--- src/design/bm3_pkg.sv ---
`default_nettype none
// ----------------------------------------------------------------------------
// bm3_pkg: shared types and constants for the 3x3 binary morphology block
// Frame size limits, derived widths, register indexes, the operation codes
// and the word that travels from the front part to the back part.
// ----------------------------------------------------------------------------
package bm3_pkg;

    // Frame size limits.
    localparam int MAX_WIDTH  = 1024;
    localparam int MAX_HEIGHT = 1024;

    // Derived widths.
    localparam int COL_W  = $clog2(MAX_WIDTH);
    localparam int DIM_W  = COL_W + 1;
    localparam int ROW_W  = $clog2(MAX_HEIGHT) + 2;
    localparam int POS_W  = $clog2(MAX_WIDTH * MAX_HEIGHT + 2 * MAX_WIDTH + 3);

    // Configuration port.
    localparam int CFG_IDX_W  = 3;
    localparam int CFG_DATA_W = 11;
    localparam int ELEM_W     = 9;

    localparam logic [CFG_IDX_W-1:0] REG_MODE   = 3'd0;
    localparam logic [CFG_IDX_W-1:0] REG_HIT    = 3'd1;
    localparam logic [CFG_IDX_W-1:0] REG_MISS   = 3'd2;
    localparam logic [CFG_IDX_W-1:0] REG_WIDTH  = 3'd3;
    localparam logic [CFG_IDX_W-1:0] REG_HEIGHT = 3'd4;

    // Operation codes of the mode register.
    typedef enum logic [2:0] {
        MODE_ERODE   = 3'd0,
        MODE_DILATE  = 3'd1,
        MODE_OPEN    = 3'd2,
        MODE_CLOSE   = 3'd3,
        MODE_INNER   = 3'd4,
        MODE_OUTER   = 3'd5,
        MODE_GRAD    = 3'd6,
        MODE_HITMISS = 3'd7
    } mode_t;

    // Operation settings seen by the back part.
    typedef struct packed {
        mode_t             mode;
        logic [ELEM_W-1:0] hit;
        logic [ELEM_W-1:0] miss;
    } op_cfg_t;

    // One classified pixel word.
    typedef struct packed {
        logic              px;
        logic [COL_W-1:0]  col;
        logic [COL_W-1:0]  col_mid;
        logic              s1_valid;
        logic [8:0]        mask1;
        logic              emit;
        logic              last;
        logic [8:0]        mask2;
    } pix_word_t;

endpackage
`default_nettype wire

--- src/design/bm3_queue.sv ---
`default_nettype none
// ----------------------------------------------------------------------------
// bm3_queue: short word queue between the front and back parts
// Four entries; lets the input side and the processing side stall on their
// own.
// ----------------------------------------------------------------------------
module bm3_queue (
    input  wire logic               clk,
    input  wire logic               rst_n,
    input  wire logic               push,
    input  wire bm3_pkg::pix_word_t word_in,
    output logic                    full,
    input  wire logic               pop,
    output bm3_pkg::pix_word_t      word_out,
    output logic                    empty
);
    import bm3_pkg::*;

    localparam int DEPTH = 4;
    localparam int PTR_W = $clog2(DEPTH);

    pix_word_t         mem_reg [DEPTH];
    logic [PTR_W-1:0]  wptr_reg, wptr_next;
    logic [PTR_W-1:0]  rptr_reg, rptr_next;
    logic [PTR_W:0]    cnt_reg, cnt_next;

    assign full     = cnt_reg == (PTR_W+1)'(DEPTH);
    assign empty    = cnt_reg == '0;
    assign word_out = mem_reg[rptr_reg];

    // Pointer and fill count update.
    always_comb
    begin
        wptr_next = push ? wptr_reg + PTR_W'(1) : wptr_reg;
        rptr_next = pop ? rptr_reg + PTR_W'(1) : rptr_reg;
        cnt_next  = cnt_reg + (PTR_W+1)'(push) - (PTR_W+1)'(pop);
    end

    always_ff @(posedge clk or negedge rst_n)
    begin
        if (!rst_n)
        begin
            wptr_reg <= '0;
            rptr_reg <= '0;
            cnt_reg  <= '0;
        end
        else
        begin
            wptr_reg <= wptr_next;
            rptr_reg <= rptr_next;
            cnt_reg  <= cnt_next;
        end
    end

    always_ff @(posedge clk)
    begin
        if (push)
        begin
            mem_reg[wptr_reg] <= word_in;
        end
    end

endmodule
`default_nettype wire

--- config.mk ---
export PLATFORM = sky130hd
export DESIGN_NAME = bm3_queue
export DESIGN_NICKNAME = d
export VERILOG_FILES = /design/src/design/bm3_pkg.sv /design/src/design/bm3_queue.sv
export SDC_FILE = /design/constraint.sdc
export NUM_CORES = 1
export LEC_CHECK = 0
export ABC_AREA = 0
export BUFFER_PORTS_ARGS = -buffer_cell sky130_fd_sc_hd__buf_4
export CAP_MARGIN = 10
export CORE_UTILIZATION = 57
export DETAILED_ROUTE_END_ITERATION = 8
export PLACE_DENSITY = 0.89
export SLEW_MARGIN = 20
export SYNTH_ARGS = -nofsm -noshare
export SYNTH_HDL_FRONTEND = slang
export SYNTH_SLANG_ARGS = --single-unit
--- constraint.sdc ---
create_clock -name clk -period 2.7 [get_ports clk]
set_clock_uncertainty 0.15 [all_clocks]
set_input_delay 0.54 -clock clk [delete_from_list [all_inputs] [get_ports clk]]
set_output_delay 0.54 -clock clk [all_outputs]
set_load 0.01 [all_outputs]
==> key figures, run 1 <==
Die
  – IO Pins: 90
  – Full die area: 11800 sq um
  – Die X: 109 microns
  – Cell Rows: 38
  – Initial Util: 0.593
  – Die H: about 110 microns
  – Core Area: around 11000 sq um

Routing
  – Vias per inst: 5.77
  – Antenna-violating nets left: 0
  – DRC violations left: 0
  – DR WL/cell: between 20 and 25 microns
  – First-pass DRT Iterations: 4
  – DRT iter0 DRCs: 194
  – Routed Wire Length: roughly 11000 microns
  – Via count: 2981

Synthesis
  – Yosys reg bits: about 180
  – Sequential-to-total area share from yosys stat: 0.802
  – Synth warn: 0
  – Synth top area cells: edfxtp_1 (78%), mux4_2 (13%), dfrtp_1 (2.7%), mux4_1 (1.6%), buf_12 (1.2%)
  – Post-synth top area cell: edfxtp_1
  – Syn nets: about 300
  – Synth cell types: 17
  – Post-Synthesis Cells: 254
  – Mean post-synth cell area: 25.6 sq um
  – Post-Synthesis Cell Area: 6510 sq um
  – Post-synth top area share: 0.775

Clock network
  – CTS Buf Count: 17
  – Max Root-Sink Buffers: 2
  – Root buf cell: clkbuf_16
  – H-tree levels: 4
  – CTS tree: yes
  – CTS clk-pin slew, worst paths: around 0.060 ns
  – # clock sinks: approximately 180
  – Post-CTS setup buffer count: 0
  – Clock Latency Late Sink: 0.41 ns

Critical path
  – Worst path required time: 2.01 ns
  – Worst path slowest cell: mux4_1
  – Crit-path cells: buf_12 > mux4_1 > buf_4
  – CP top delay family: multiplexers
  – Critical path launch point type: flop
  – FF-to-FF Start: wptr_reg[0]
  – WP data arrival: 1.82 ns
  – Crit Path Class: flop to output port
  – Worst Reg-to-Reg Cells: 4
  – Reg2reg end: mem_reg[0][11]
  – Number of cells on the critical path: 3
  – CP peak stage delay: 0.58 ns
  – R2R setup slack: about 0.8 ns
  – CP Capture Type: output port
  – WP buf/inv: 2
  – Crit path max fanout: 22

Worst hold path
  – Hold_sp: word_in[16]
  – Hold path cells: 1
  – Hold Path Class: input port to flop
  – Endpoint, Worst Hold: mem_reg[3][16]

Layout
  – P&R area growth vs syn: 22.5%
  – Non-filler cells, final: 517
  – Layout Nets: 417
  – Commonest cells after routing, fill and taps aside: edfxtp_1 (168), buf_4 (95), mux4_2 (38)
  – Area of the multi-input gates: between 1000 and 1500 sq um
  – Max reg flops: around 170
  – FF+latch area: ~5200 sq um
  – Commonest non-fill, non-tap cell in the layout: edfxtp_1
  – Ratio of cells with drive above 1 in the final layout: 0.462
  – Antenna Cells: 0
  – Fill cells: 616

Timing
  – TNS Setup: 0 ns
  – Tightest Pin Transition: 0.586 ns
  – Pins Over Slew Limit: 0
  – Fin crit share: 0.930
  – Worst slew margin: 0.609
  – Period minus WS final: 2.51 ns
  – Final setup viols: 0
  – Final hold vios: 0
  – Peak Freq: between 300 and 400 MHz
  – RSZ-0062 raised after global routing: no

Place
  – Port Buffers: 89
  – Gpl congestion: between 0.6 and 0.7
  – Detailed Place HPWL: 6880 microns
  – Placed cells: 484

Global route
  – GRT Util Overall: 0.209
  – First-pass GRT wire length: 17100 microns
  – Initial antenna violation count: 0
  – Grt total ovfl: 0
  – Largest net degree at the start of global routing: 30
  – Number of global-route vias before repair: 3172

Pwr
  – Pleak: ~2.8 nW
  – Power per Cell Area: 1100 nW/um^2
  – VDD IR-drop max: 559 uV

Run status
  – Status: completed

Flow run
  – MaxCap Viol Count: 0
-- logic make-up (layout without fill, tap and decap cells) --
logic type,Yosys count,in the layout,synth area share
AOI/OAI and AO/OA,1,1,0.000768
xor gates and xnor gates,5,5,0.00673
adders and majority gates,7,7,0.0146
buffers and inverters,16,139,0.0213
DFF,175,175,0.802
muxes,42,42,0.148
and+or+nand+nor,8,8,0.00673
-- worst max-delay path by stage --
stage           startpoint             to  slack (ns)
2_1_floorplan  wptr_reg[0]  mem_reg[0][0]        0.51
3_3_place_gp   rptr_reg[0]    word_out[0]        0.63
3_5_place_dp   rptr_reg[0]    word_out[0]        0.60
4_1_cts        rptr_reg[0]    word_out[0]        0.16
5_1_grt        rptr_reg[0]    word_out[0]        0.11
6_report       rptr_reg[0]    word_out[1]        0.19
-- per-layer routing --
| metal | wire length [microns] | track usage | vias to the layer above |
|---|---|---|---|
| met3 | 505 | 0.0544 | 7 |
| met2 | 6080 | 0.347 | 88 |
| met4 | 89 | 0.0811 | 0 |
| met1 | 4750 | 0.267 | 1595 |
| met5 | 0 | 0 | - |
| li1 | - | - | 1291 |
-- synth_stat cells --
master,instances
edfxtp_1,168
mux4_2,38
dfrtp_1,7
ha_1,6
inv_1,6
buf_2,5
and2_1,4
buf_12,4
mux4_1,4
xor2_1,3
nand2_1,2
xnor2_1,2
and3_1,1
buf_6,1
fa_1,1
nor3_1,1
o21ai_0,1
-- metrics by stage --
stage               hold WS (ns)  total power [mW]  setup WS (ns)   util  cell area [sq um]
floorplan                 0.0944              5.42          0.513      -               6510
global placement           0.206              6.40          0.628  0.673               7390
detailed placement         0.209              6.49          0.602  0.673               7390
CTS                        0.159              8.85          0.155  0.726               7970
global route               0.159              9.11          0.112  0.726               7970
finish                     0.179              8.75          0.190  0.726               7970
-- timing repair --
action | 4_1_cts | 5_1_grt
resized for setup | 0 | 0
hold endpoints to repair | 7 | 0
endpoints found under the setup margin | 0 | 0
hold buffers | 1 | 0
-- area by class of cell --
cell class | count | area share
multi-input cells | 63 | 0.145
clock buffers | 17 | 0.0534
inverters | 6 | 0.00283
clock inverters | 15 | 0.0181
repair buffers | 101 | 0.103
flip-flops and latches | 175 | 0.656
well taps | 140 | 0.0220
-- power breakdown --
| part | internal [mW] | total (mW) | leakage (nW) | switching (mW) |
|---|---|---|---|---|
| registers | 3.57 | 3.72 | 1.62 | 0.155 |
| logic | 1.40 | 2.70 | 0.918 | 1.29 |
| clock network | 1.36 | 2.33 | 0.282 | 0.971 |
| total | 6.33 | 8.75 | 2.82 | 2.42 |
Power figures use the tool's default switching activity.
==> run 2, diff against run 1 <==
CORE_ASPECT_RATIO = 0.8   (was unset)
==> key figures, run 2 (synthesized netlist as in run 1, its figures left out) <==
Run status
  – Status: completed

Timing
  – Fin crit share: 0.956 (+0.0261)
  – TNS Setup: 0 ns (unchanged)
  – PnR worst setup slack: 0.120 ns (-0.0706 ns)
  – Peak Freq: 388 MHz (-2.7%)
  – RSZ-0062 raised after global routing: no
  – Tightest Pin Transition: 0.480 ns (-0.106 ns)
  – Worst slew margin: 0.680 (+0.0706)
  – Final hold vios: 0 (unchanged)
  – Final setup viols: 0 (unchanged)
  – Final Hold Slack: 0.157 ns (-0.0221 ns)
  – Pins Over Slew Limit: 0 (unchanged)
  – Period minus WS final: 2.58 ns (+0.0706 ns)

Routing
  – DRT iter0 DRCs: 294 (+52%)
  – Vias per inst: 5.60 (-2.9%)
  – First-pass DRT Iterations: 6 (+2)
  – DRC violations left: 0 (unchanged)
  – DR WL/cell: 20.9 microns (-5.2%)
  – Via count: 2912 (-2.3%)
  – Antenna-violating nets left: 0 (unchanged)
  – Routed Wire Length: 10900 microns (-4.7%)

Critical path
  – Crit path max fanout: 21 (-4.5%)
  – Worst path required time: 2.01 ns (about the same)
  – WP data arrival: 1.89 ns (+0.07 ns)
  – CP top delay family: multiplexers
  – Crit-path cells: buf_6 > mux4_1 > buf_4
  – Critical path launch point type: flop
  – WP buf/inv: 2 (unchanged)
  – CP peak stage delay: 0.61 ns (+0.03 ns)
  – Worst path slowest cell: mux4_1
  – CP Capture Type: output port
  – Crit Path Class: flop to output port

Place
  – Area after DPL: 7360 sq um (-0.41%)
  – Port Buffers: 89 (unchanged)
  – Setup WS pre-CTS: 0.454 ns (-0.149 ns)
  – Placed cells: 487 (+0.62%)
  – Gpl congestion: 0.709 (+3.9%)
  – Detailed Place HPWL: 6610 microns (-3.9%)

Clock network
  – CTS clk-pin slew, worst paths: 0.07 ns (about the same)
  – CTS tree: yes
  – Post-CTS setup buffer count: 0 (unchanged)
  – Root buf cell: clkbuf_16
  – CTS Buf Count: 17 (unchanged)
  – Max Root-Sink Buffers: 2 (unchanged)
  – Clock Latency Late Sink: 0.42 ns (about the same)
  – H-tree levels: 4 (unchanged)
  – # clock sinks: 175 (unchanged)

Die
  – Full die area: 11900 sq um (about the same)
  – IO Pins: 90 (unchanged)
  – Core Area: 11000 sq um (about the same)
  – Cell Rows: 34 (-11%)
  – Die H: 97.6 microns (-10%)
  – Initial Util: 0.593 (about the same)
  – Die X: 121 microns (+12%)

Pwr
  – Post-layout power: 8.83 mW (+1.0%)
  – Pleak: 2.82 nW (-0.22%)
  – VDD IR-drop max: 806 uV (+44%)
  – Power per Cell Area: 1110 nW/um^2 (+0.96%)

Flow run
  – MaxCap Viol Count: 0 (unchanged)

Global route
  – GR Util met3: 0.0763 (+0.0219)
  – Met1 usage in global routing: 0.265 (-0.00177)
  – Largest net degree at the start of global routing: 30 (unchanged)
  – Grt total ovfl: 0 (unchanged)
  – GR met2 Demand/Resource: 0.323 (-0.0238)
  – Number of global-route vias before repair: 3113 (-1.9%)
  – First-pass GRT wire length: 17000 microns (-0.89%)
  – Initial antenna violation count: 0 (unchanged)
  – GRT busiest layer: met2
  – GRT Util Overall: 0.206 (-0.00276)

Layout
  – Commonest non-fill, non-tap cell in the layout: edfxtp_1
  – Fill cells: 645 (+4.7%)
  – Design area: 7970 sq um (about the same)
  – Ratio of cells with drive above 1 in the final layout: 0.463 (+0.00123)
  – P&R area growth vs syn: 22.5% (about the same)
  – Commonest cells after routing, fill and taps aside: edfxtp_1 (168), buf_4 (95), mux4_2 (38)
  – Antenna Cells: 0 (unchanged)
  – Max reg flops: 168 (unchanged)
  – Layout Nets: 416 (-0.24%)
  – Non-filler cells, final: 520 (+0.58%)
  – Final Util: 0.726 (+0.000838)

Worst hold path
  – Hold Path Class: input port to flop
-- run 2: cell types whose count changed in the layout (fill, tap and decap cells not counted), sizes merged --
cell	previous run	this run
clkinvlp	1	2
buf	100	99
inv	9	14
clkinv	9	3
-- run 2: timing repair --
action	4_1_cts	5_1_grt
endpoints found under the hold margin	7	0
endpoints found under the setup margin	1	0
resized for setup	1	0
hold buffers	1	0
-- run 2: per-layer routing --
| layer | wire (microns) | share of wire |
|---|---|---|
| met1 | 4410 | 0.40 |
| met4 | 160 | 0.015 |
| met5 | 0 | 0 |
| met3 | 929 | 0.085 |
| met2 | 5390 | 0.50 |
-- run 2: area by class of cell --
| cell class | count | area (sq um) | share of cell area |
|---|---|---|---|
| sequential | 175 | 5220 | 0.655 |
| multi-input combinational | 63 | 1150 | 0.145 |
| timing repair buffer | 100 | 795 | 0.0997 |
| clock buffer | 17 | 425 | 0.0534 |
| tap | 144 | 180 | 0.0226 |
| clock inverter | 15 | 174 | 0.0218 |
| inverter | 6 | 22.5 | 0.00282 |
-- run 2: where the power goes --
| group | internal (mW) | switching, mW | leakage (nW) |
|---|---|---|---|
| Sequential | 3.56 | 0.140 | 1.62 |
| Combinational | 1.37 | 1.30 | 0.906 |
| Clock | 1.39 | 1.07 | 0.289 |
-- run 2: worst register-to-register path: cells and delay by family (launching register included) --
kind | cells | cell delay (ns)
AND/OR/NAND/NOR | 1 | 0.40
buffers and inverters | 2 | 0.38
flip-flops | 1 | 0.42
adder cells (fa/ha/maj) | 1 | 0.14
-- run 2: path summary, 6_finish.rpt --
kind | startpoint | end | slack (ns) | depth (start not counted)
hold reg to reg | wptr_reg[0] | wptr_reg[0] | 0.38 | 1
max in group asynchronous | rst_n | rptr_reg[0] | 1.94 | 2
min in group asynchronous | rst_n | cnt_reg[2] | 0.33 | 2
setup reg to reg | wptr_reg[0] | mem_reg[2][39] | 0.89 | 4
setup / recovery | rptr_reg[0] | word_out[0] | 0.12 | 3
hold / removal | word_in[40] | mem_reg[2][40] | 0.16 | 1
==> run 3, diff against run 2 <==
BUFFER_PORTS_ARGS = unset   (was -buffer_cell sky130_fd_sc_hd__buf_4)
CORE_UTILIZATION = 62   (was 57)
DONT_BUFFER_PORTS = 1   (was unset)
PLACE_DENSITY = 0.88   (was 0.89)
==> key figures, run 3 (synthesized netlist as in run 1, its figures left out) <==
Die
  – Cell Rows: 33 (-2.9%)
  – Die H: 93.6 microns (-4.0%)
  – Core Area: 10200 sq um (-6.7%)
  – Initial Util: 0.636 (+0.0426)
  – Full die area: 10900 sq um (-7.9%)
  – Die X: 117 microns (-4.1%)
  – IO Pins: 90 (unchanged)

Global route
  – Grt total ovfl: 0 (unchanged)
  – Number of global-route vias before repair: 2723 (-13%)
  – GRT Util Overall: 0.211 (+0.00517)
  – Largest net degree at the start of global routing: 43 (+43%)
  – First-pass GRT wire length: 15600 microns (-8.3%)
  – Initial antenna violation count: 0 (unchanged)

Timing
  – Pins Over Slew Limit: 0 (unchanged)
  – Period minus WS final: 2.54 ns (-0.0422 ns)
  – RSZ-0062 raised after global routing: no
  – Tightest Pin Transition: 0.580 ns (+0.0997 ns)
  – Final hold vios: 0 (unchanged)
  – Peak Freq: 394 MHz (+1.7%)
  – Final setup viols: 0 (unchanged)
  – Worst slew margin: 0.613 (-0.0665)
  – TNS Setup: 0 ns (unchanged)
  – Fin crit share: 0.940 (-0.0156)

Pwr
  – Power per Cell Area: 1110 nW/um^2 (about the same)
  – Pleak: 2.38 nW (-15%)
  – VDD IR-drop max: 766 uV (-5.0%)

Layout
  – Fill cells: 581 (-9.9%)
  – Commonest non-fill, non-tap cell in the layout: edfxtp_1
  – Commonest cells after routing, fill and taps aside: edfxtp_1 (168), mux4_2 (38), clkbuf_16 (17)
  – Max reg flops: 168 (unchanged)
  – Antenna Cells: 0 (unchanged)
  – Layout Nets: 327 (-21%)
  – P&R area growth vs syn: 12.4%
  – Ratio of cells with drive above 1 in the final layout: 0.290 (-0.173)
  – Final Util: 0.714 (-0.0122)

Routing
  – DR WL/cell: 24.6 microns (+18%)
  – Antenna-violating nets left: 0 (unchanged)
  – Via count: 2524 (-13%)
  – First-pass DRT Iterations: 4 (-2)
  – DRT iter0 DRCs: 181 (-38%)
  – DRC violations left: 0 (unchanged)
  – Vias per inst: 5.92 (+5.8%)
  – Routed Wire Length: 10500 microns (-3.6%)

Clock network
  – H-tree levels: 4 (unchanged)
  – CTS tree: yes
  – Max Root-Sink Buffers: 2 (unchanged)
  – CTS Buf Count: 17 (unchanged)
  – Clock Latency Late Sink: 0.41 ns (about the same)
  – # clock sinks: 175 (unchanged)
  – Root buf cell: clkbuf_16
  – CTS clk-pin slew, worst paths: 0.06 ns (about the same)

Critical path
  – Crit Path Class: flop to output port
  – Crit-path cells: buf_4 > mux4_2
  – Worst path slowest cell: dfrtp_4
  – Worst path required time: 2.01 ns (about the same)
  – CP Capture Type: output port
  – Crit path max fanout: 13 (-38%)
  – WP data arrival: 1.85 ns (-0.04 ns)
  – Critical path launch point type: flop
  – CP peak stage delay: 0.60 ns (about the same)
  – R2R setup slack: 0.79 ns (-0.10 ns)

Place
  – Gpl congestion: 0.706 (-0.45%)
  – Port Buffers: 0 (-100%)
  – Detailed Place HPWL: 6310 microns (-4.5%)

Run status
  – Status: completed

Worst hold path
  – Hold Path Class: input port to flop

Flow run
  – MaxCap Viol Count: 0 (unchanged)
[run 3: changes by cell type in the layout (fill, tap and decap cells not counted), moves of 2 or more]
cell	change
buf_12	+3
buf_4	-92
inv_8	-3
clkbuf_1	+2
clkinv_2	+2
inv_6	-2
[run 3: final timing paths]
| check | startpoint | to | cells past startpoint |
|---|---|---|---|
| max in group asynchronous | rst_n | rptr_reg[0] | 1 |
| max reg2reg | wptr_reg[0] | mem_reg[2][19] | 4 |
| min reg2reg | wptr_reg[0] | wptr_reg[0] | 1 |
| max | rptr_reg[0] | word_out[24] | 2 |
| min in group asynchronous | rst_n | cnt_reg[1] | 1 |
| min | pop | rptr_reg[0] | 1 |
[run 3: routing by layer]
metal | up-vias | track usage | wire length [microns]
met3 | 2 | 0.101 | 951
li1 | 1109 | - | -
met1 | 1323 | 0.255 | 4170
met5 | - | 0 | 0
met2 | 90 | 0.346 | 5340
met4 | 0 | 0.0506 | 27
[run 3: cell type report]
type                       instances  area (sq um)  share of cell area
multi-input combinational         63          1150               0.158
tap                              140           175              0.0240
clock buffer                      19           433              0.0592
clock inverter                    12           136              0.0186
inverter                           6          22.5             0.00308
timing repair buffer              11           168              0.0229
sequential                       175          5230               0.714
[run 3: stage by stage]
stage | hold WS, ns | area (sq um) | setup WS (ns) | total power [mW] | cells
after floorplan | 0.0944 | 6510 | 0.513 | 5.42 | 254
after global placement | 0.0945 | 6720 | 0.433 | 5.74 | 393
after detailed placement | 0.0945 | 6720 | 0.412 | 5.83 | 393
final | 0.0605 | 7310 | 0.162 | 8.10 | 426
after CTS | 0.0372 | 7310 | 0.114 | 8.20 | 426
after global routing | 0.0378 | 7310 | 0.0738 | 8.44 | 426
[run 3: worst max-delay path, delay by kind of cell (launching register included)]
family	cells	cell delay, ns
buf+inv	1	0.26
mux	1	0.57
flops	1	0.60
[run 3: what timing repair did]
item                                   4_1_cts  5_1_grt
buffers inserted                             1        0
setup endpoints to repair                    9        0
endpoints found under the hold margin        7        0
hold buffers                                 1        0
gates resized for setup                      0        0
[run 3: power breakdown]
group,total (mW),leakage (nW),switching (mW),internal (mW)
logic,1.94,0.490,1.04,0.902
registers,3.83,1.62,0.262,3.57
clock network,2.33,0.270,0.960,1.37
